### config.mk
export PLATFORM = sky130hd
export DESIGN_NAME = motor_speed_ramp_reverser_core
export DESIGN_NICKNAME = d
export VERILOG_FILES = /design/src/hw/rtl/msrr_pkg.sv /design/src/hw/rtl/msrr_step.sv /design/src/hw/rtl/motor_speed_ramp_reverser_core.sv
export SDC_FILE = /design/constraint.sdc
export NUM_CORES = 1
export LEC_CHECK = 0
export ABC_AREA = 1
export BUFFER_PORTS_ARGS = -buffer_cell sky130_fd_sc_hd__buf_2
export CORE_AREA = 2 2 104 106
export CTS_CLUSTER_SIZE = 28
export DETAILED_ROUTE_END_ITERATION = 10
export DIE_AREA = 0 0 106 108
export PLACE_DENSITY_LB_ADDON = 0.15
export SLEW_MARGIN = 10
export SYNTH_ARGS = -nofsm -noshare
export SYNTH_HDL_FRONTEND = slang
export SYNTH_SLANG_ARGS = --single-unit
export TNS_END_PERCENT = 5
### constraint.sdc
create_clock -name i_clk -period 7.9 [get_ports i_clk]
set_clock_uncertainty 0.05 [all_clocks]
set_input_delay 0.79 -clock i_clk [delete_from_list [all_inputs] [get_ports i_clk]]
set_output_delay 0.79 -clock i_clk [all_outputs]
set_load 0.02 [all_outputs]
### src/hw/rtl/msrr_pkg.sv
// ----------------------------------------------------------------------------
// msrr_pkg
// Types and constants shared by the motor speed ramp and reversal core.
// ----------------------------------------------------------------------------
`default_nettype none

package msrr_pkg;

    localparam int unsigned SPEED_W   = 8;
    localparam int unsigned ELAPSED_W = 17;
    localparam int unsigned STEP_W    = 16;
    localparam int unsigned CFG_IDX_W = 2;
    localparam int unsigned CFG_DAT_W = 16;

    localparam logic [ELAPSED_W-1:0] ELAPSED_MAX = {ELAPSED_W{1'b1}};
    localparam logic [SPEED_W-1:0]   FULL_DUTY   = 8'd255;

    localparam logic [STEP_W-1:0]  ACCEL_RESET = 16'd20;
    localparam logic [STEP_W-1:0]  DECEL_RESET = 16'd20;
    localparam logic [SPEED_W-1:0] MAX_RESET   = 8'd255;

    typedef enum logic [CFG_IDX_W-1:0] {
        REG_ACCEL_STEP = 2'd0,
        REG_DECEL_STEP = 2'd1,
        REG_MAX_SPEED  = 2'd2
    } t_msrr_reg;

    typedef enum logic [1:0] {
        CMD_TICK  = 2'd0,
        CMD_MOVE  = 2'd1,
        CMD_BRAKE = 2'd2
    } t_msrr_cmd;

    typedef enum logic [1:0] {
        MODE_OFF  = 2'd0,
        MODE_FULL = 2'd1,
        MODE_PWM  = 2'd2
    } t_msrr_mode;

    typedef struct packed {
        logic [1:0] command;
        logic       direction;
    } t_msrr_in;

    typedef struct packed {
        logic [SPEED_W-1:0] duty;
        logic [1:0]         drive_mode;
        logic               motor_direction;
        logic               running;
    } t_msrr_out;

    typedef struct packed {
        logic [SPEED_W-1:0]   speed;
        logic [ELAPSED_W-1:0] elapsed_ms;
        logic                 run_state;
        logic                 applied_direction;
        logic                 wanted_direction;
    } t_msrr_state;

    typedef struct packed {
        logic [STEP_W-1:0]  accel_step_ms;
        logic [STEP_W-1:0]  decel_step_ms;
        logic [SPEED_W-1:0] max_speed;
    } t_msrr_cfg;

endpackage

`default_nettype wire

### src/hw/rtl/msrr_step.sv
// ----------------------------------------------------------------------------
// msrr_step
// Next state and result for one command, from the current state and settings.
// ----------------------------------------------------------------------------
`default_nettype none

module msrr_step
    import msrr_pkg::*;
(
    input  wire t_msrr_state i_state,
    input  wire t_msrr_cfg   i_cfg,
    input  wire t_msrr_in    i_item,
    output t_msrr_state      o_state,
    output t_msrr_out        o_result
);

    t_msrr_state tick_st;
    t_msrr_state nxt;
    logic        may_run;

    always_comb begin
        tick_st = i_state;
        may_run = 1'b1;
        if (tick_st.elapsed_ms != ELAPSED_MAX) begin
            tick_st.elapsed_ms = tick_st.elapsed_ms + 1'b1;
        end
        if (tick_st.run_state && (tick_st.applied_direction != tick_st.wanted_direction)) begin
            tick_st.run_state = 1'b0;
        end
        if (!tick_st.run_state) begin
            may_run = 1'b0;
            if (tick_st.speed != '0) begin
                if (tick_st.elapsed_ms > {1'b0, i_cfg.decel_step_ms}) begin
                    tick_st.elapsed_ms = '0;
                    tick_st.speed      = tick_st.speed - 1'b1;
                end
            end else if (tick_st.applied_direction != tick_st.wanted_direction) begin
                tick_st.applied_direction = tick_st.wanted_direction;
                tick_st.run_state         = 1'b1;
                may_run                   = 1'b1;
            end
        end
        if (may_run && tick_st.run_state) begin
            if (tick_st.speed < i_cfg.max_speed) begin
                if (tick_st.elapsed_ms > {1'b0, i_cfg.accel_step_ms}) begin
                    tick_st.elapsed_ms = '0;
                    tick_st.speed      = tick_st.speed + 1'b1;
                end
            end else if (tick_st.speed > i_cfg.max_speed) begin
                if (tick_st.elapsed_ms > {1'b0, i_cfg.decel_step_ms}) begin
                    tick_st.elapsed_ms = '0;
                    tick_st.speed      = tick_st.speed - 1'b1;
                end
            end
        end
    end

    always_comb begin
        nxt = i_state;
        case (i_item.command)
            CMD_TICK: begin
                nxt = tick_st;
            end
            CMD_MOVE: begin
                nxt.wanted_direction = i_item.direction;
                nxt.run_state        = 1'b1;
            end
            CMD_BRAKE: begin
                nxt.run_state        = 1'b0;
                nxt.wanted_direction = i_state.applied_direction;
            end
            default: begin
                nxt = i_state;
            end
        endcase
    end

    always_comb begin
        o_state                  = nxt;
        o_result.duty            = nxt.speed;
        o_result.motor_direction = nxt.applied_direction;
        o_result.running         = nxt.run_state;
        if (nxt.speed == '0) begin
            o_result.drive_mode = MODE_OFF;
        end else if (nxt.speed == FULL_DUTY) begin
            o_result.drive_mode = MODE_FULL;
        end else begin
            o_result.drive_mode = MODE_PWM;
        end
    end

endmodule

`default_nettype wire

### src/hw/rtl/motor_speed_ramp_reverser_core.sv
// ----------------------------------------------------------------------------
// motor_speed_ramp_reverser_core
// Soft-start speed ramp for a DC motor with reversal through zero speed.
//
//   Channel  Signals                           Moves
//   in       i_in_valid / o_in_ready           one command word
//   out      o_out_valid / i_out_ready         one drive status word
//   cfg      i_cfg_we, i_cfg_index, i_cfg_data one register write
//
// A command word is held in the input register; the step logic then updates
// the motor state and loads the result register, so a word is accepted every
// cycle unless the output stalls; its result is offered from that register.
// Reset clears the motor state and loads the default settings.
// A stalled output holds its result; the input register keeps taking words
// until it is full.
// ----------------------------------------------------------------------------
`default_nettype none

module motor_speed_ramp_reverser_core
    import msrr_pkg::*;
(
    input  wire                  i_clk,
    input  wire                  i_rst_n,
    input  wire                  i_in_valid,
    output logic                 o_in_ready,
    input  wire t_msrr_in        i_in_data,
    output logic                 o_out_valid,
    input  wire                  i_out_ready,
    output t_msrr_out            o_out_data,
    input  wire                  i_cfg_we,
    input  wire [CFG_IDX_W-1:0]  i_cfg_index,
    input  wire [CFG_DAT_W-1:0]  i_cfg_data
);

    logic        r_in_valid;
    t_msrr_in    r_in_data;
    logic        r_out_valid;
    t_msrr_out   r_out_data;
    t_msrr_state r_state;
    t_msrr_cfg   r_cfg;

    t_msrr_state n_state;
    t_msrr_out   n_out_data;
    logic        advance;

    assign advance     = r_in_valid && (!r_out_valid || i_out_ready);
    assign o_in_ready  = !r_in_valid || advance;
    assign o_out_valid = r_out_valid;
    assign o_out_data  = r_out_data;

    msrr_step u_step (
        .i_state  (r_state),
        .i_cfg    (r_cfg),
        .i_item   (r_in_data),
        .o_state  (n_state),
        .o_result (n_out_data)
    );

    always_ff @(posedge i_clk) begin
        if (!i_rst_n) begin
            r_in_valid  <= 1'b0;
            r_out_valid <= 1'b0;
            r_state     <= '0;
        end else begin
            if (o_in_ready) begin
                r_in_valid <= i_in_valid;
            end
            if (advance) begin
                r_out_valid <= 1'b1;
                r_state     <= n_state;
            end else if (i_out_ready) begin
                r_out_valid <= 1'b0;
            end
        end
    end

    always_ff @(posedge i_clk) begin
        if (o_in_ready && i_in_valid) begin
            r_in_data <= i_in_data;
        end
        if (advance) begin
            r_out_data <= n_out_data;
        end
    end

    always_ff @(posedge i_clk) begin
        if (!i_rst_n) begin
            r_cfg.accel_step_ms <= ACCEL_RESET;
            r_cfg.decel_step_ms <= DECEL_RESET;
            r_cfg.max_speed     <= MAX_RESET;
        end else if (i_cfg_we) begin
            case (i_cfg_index)
                REG_ACCEL_STEP: r_cfg.accel_step_ms <= i_cfg_data;
                REG_DECEL_STEP: r_cfg.decel_step_ms <= i_cfg_data;
                REG_MAX_SPEED: begin
                    if (i_cfg_data[SPEED_W-1:0] == '0) begin
                        r_cfg.max_speed <= SPEED_W'(1);
                    end else begin
                        r_cfg.max_speed <= i_cfg_data[SPEED_W-1:0];
                    end
                end
                default: begin
                end
            endcase
        end
    end

`ifndef NO_ASSERTIONS
    a_speed_step: assert property (@(posedge i_clk) disable iff (!i_rst_n)
        $past(i_rst_n) && !$stable(r_state.speed) |->
            $past(advance) &&
            ((r_state.speed == $past(r_state.speed) + 8'd1) ||
             (r_state.speed == $past(r_state.speed) - 8'd1)))
        else $error("speed changed without a command or by more than one");

    a_mode_off: assert property (@(posedge i_clk) disable iff (!i_rst_n)
        r_out_valid |->
            ((r_out_data.drive_mode == MODE_OFF) == (r_out_data.duty == '0)))
        else $error("drive mode off does not match zero duty");

    a_ready_stall: assert property (@(posedge i_clk) disable iff (!i_rst_n)
        !o_in_ready |-> r_in_valid && r_out_valid && !i_out_ready)
        else $error("input stalled while the pipeline can move");
`endif

endmodule

`default_nettype wire
==> flow_summary.yaml <==
hold_path:
  hp-class: "reg -> reg"
synthesis:
  netlist_instances: 867
  mappedNetlistArea_mm2: 0.00609
  synth-edff-count: 15
  async_reset_ff_frac: 0
  avgSynthCellArea_um2: 7.03
  syn_nets: 957
  yosysWarnings: 0
  ys_seq_area_frac: 0.304
  synthFlopType: "dfxtp_1"
  ys_types: 42
  ys_ff_latch: 85
floorplanning:
  chipHeight_um: 108
  initial_core_util: 0.596
  core_area_mm2: 0.0102
  die-area_mm2: 0.0114
  rows: 37
  ios: 40
  die_x_um: 106
clock_tree:
  postCtsSetupBuffers: 0
  cts_buffers: 9
  clock_latency_ns: 0.38
  ctsResizeCount: 0
  cts-root-buf: "clkbuf_8"
  cts_buffer_depth: 2
  htreeDepth: 3
  hold_buffers: 0
  path_clk_slew_ns: 0.10
  cts_tree: "built"
  clock_sinks: 85
worst_setup_path:
  required_ns: 8.00
  cp-end-kind: "register"
  critPathLaunchType: "register"
  path_max_fanout: 10
  cp_common_cell: "nand2_1"
  max_stage_delay_ns: 0.35
  arrival_ns: 6.61
  worstSetupPathType: "reg -> reg"
  cp_slowest_cell: "dfxtp_1"
place:
  io_buffer_count: 39
  hpwl_um: 11400
  place_inst: 1026
  place_congestion: 0.950
routing:
  post_drt_via_cell_ratio: 5.38
  drt_pass1_iterations: 5
  wl_per_cell_um: 14.2
  wl_um: 14800
  remaining_drc_errors: 0
  drtAntennaViolNets: 0
  num_vias: 5611
  drt_first_iter_violations: 436
final_layout:
  fin_cells: 1042
  drive_gt1_frac: 0.135
  num_antenna_cells: 0
  nets: 991
  syn_to_final_growth_pct: 7.97
flow_run:
  max-cap-violations: 0
power:
  cellPowerDensity_mw_per_mm2: 137
  vdd_drop_max_v: 0.0000866
  leakage_nw: 3.41
sta:
  slew_violations: 0
  slew_headroom: 0.438
  finalHoldViolations: 0
  hold_ws_ns: 0.418
  tightestPinTransition_ns: 0.843
  max_freq_ghz: 0.154
  fin_crit_sh: 0.824
  setup-violations-final: 0
  setup_tns_ns: 0
  rsz0062_at_grt: "no"
  min_period_ns: 6.51
global_route:
  track_usage: 0.274
  grt_pass1_vias: 5404
  antenna_found_initial: 0
  grt_pass1_wl_um: 25000
  gr-total-overflow: 0
  grt_max_degree: 50
run_status:
  status: "finished clean"
-- layer usage --
| metal | part of all wire | GRT usage | up-vias | wire length (um) |
|---|---|---|---|---|
| li1 | - | - | 2889 | - |
| met1 | 0.45 | 0.343 | 2532 | 6650 |
| met2 | 0.48 | 0.475 | 148 | 7060 |
| met3 | 0.043 | 0.0289 | 42 | 633 |
| met4 | 0.032 | 0.132 | 0 | 472 |
| met5 | 0 | 0 | - | 0 |
-- logic make-up after synthesis --
kind of cell | after synthesis | share of synthesized area
and+or+nand+nor | 394 | 0.305
DFF | 85 | 0.304
adders and majority gates | 64 | 0.131
buffers and inverters | 166 | 0.104
xor gates and xnor gates | 16 | 0.0242
AOI/OAI and AO/OA | 142 | 0.132
-- cell usage in the layout (no fill, tap or decap), types with 10 or more instances in the layout --
| master | synthesis | routed |
|---|---|---|
| nand2_1 | 219 | 219 |
| inv_1 | 132 | 132 |
| a21oi_1 | 74 | 74 |
| dfxtp_1 | 70 | 70 |
| ha_1 | 64 | 64 |
| nor2_1 | 47 | 47 |
| nand3_1 | 46 | 46 |
| o21ai_0 | 41 | 41 |
| buf_2 | 2 | 39 |
| nand4_1 | 21 | 21 |
| nand2_2 | 18 | 18 |
| edfxtp_1 | 15 | 15 |
| inv_2 | 12 | 12 |
| o211ai_1 | 11 | 11 |
| nor3_1 | 10 | 10 |
-- Yosys cell counts, types with 5 or more instances --
master    number  area share
nand2_2       18       0.018
inv_1        132       0.081
edfxtp_1      15       0.074
nand4_1       21       0.022
nand2_1      219        0.13
nor2_2         5      0.0051
xnor2_1        6      0.0086
nand3_2        6      0.0099
dfxtp_1       70        0.23
xor2_1         9       0.013
ha_1          64        0.13
clkbuf_1      16      0.0099
nor3_1        10      0.0082
o21ai_0       41       0.034
inv_2         12      0.0074
a21oi_1       74       0.061
o211ai_1      11       0.014
nor2_1        47       0.029
nor2_4         8       0.015
nand3_1       46       0.038
-- area by class of cell --
cell class,instances,area [um2]
Clock buffer,9,124
Clock inverter,7,55.1
Fill cell,937,3650
Inverter,147,552
Multi-Input combinational cell,616,3610
Sequential cell,85,1850
Tap cell,136,170
Timing Repair Buffer,42,218
-- where the power goes --
group / leakage [nW] / switching (W) / internal (W)
combinational: 2.61 / 0.0000947 / 0.0000435
clock: 0.0919 / 0.000180 / 0.000118
sequential: 0.714 / 0.00000813 / 0.000458
total: 3.41 / 0.000283 / 0.000620
-- final timing paths --
path / slack (ns) / depth (start not counted) / end / start
worst max-delay path: 1.39 / 36 / o_out_data[3] / r_state[3]
worst min-delay path: 0.42 / 2 / r_cfg[35] / r_cfg[35]
worst max register to register: 1.39 / 36 / o_out_data[3] / r_state[3]
worst min register to register: 0.42 / 2 / r_cfg[35] / r_cfg[35]
-- registers in the layout (all words and copies together) (netlist names) --
| name | cells |
|---|---|
| r_cfg | 40 |
| r_state | 28 |
| o_out_data | 12 |
| r_in_data | 3 |
| o_out_valid | 1 |
| r_in_valid | 1 |
-- stage by stage --
stage	power (W)	instance area, um2	utilization	worst slack, ns
finish	0.000903	6580	0.643	1.39
global route	0.000941	6580	0.643	0.757
CTS	0.000903	6580	0.643	1.46
detailed placement	0.000613	6400	0.626	1.49
global placement	0.000609	6400	0.626	1.74
floorplan	0.000573	6090	-	2.44
-- critical path, delay by kind of cell (launching register included) --
kind / cells / cell delay, ns
AOI/OAI and AO/OA: 6 / 1.21
adders and majority gates: 3 / 0.81
DFF: 1 / 0.35
buffers and inverters: 3 / 0.47
and+or+nand+nor: 23 / 3.18
xor gates and xnor gates: 1 / 0.18
(Power assumes the default switching activity.)
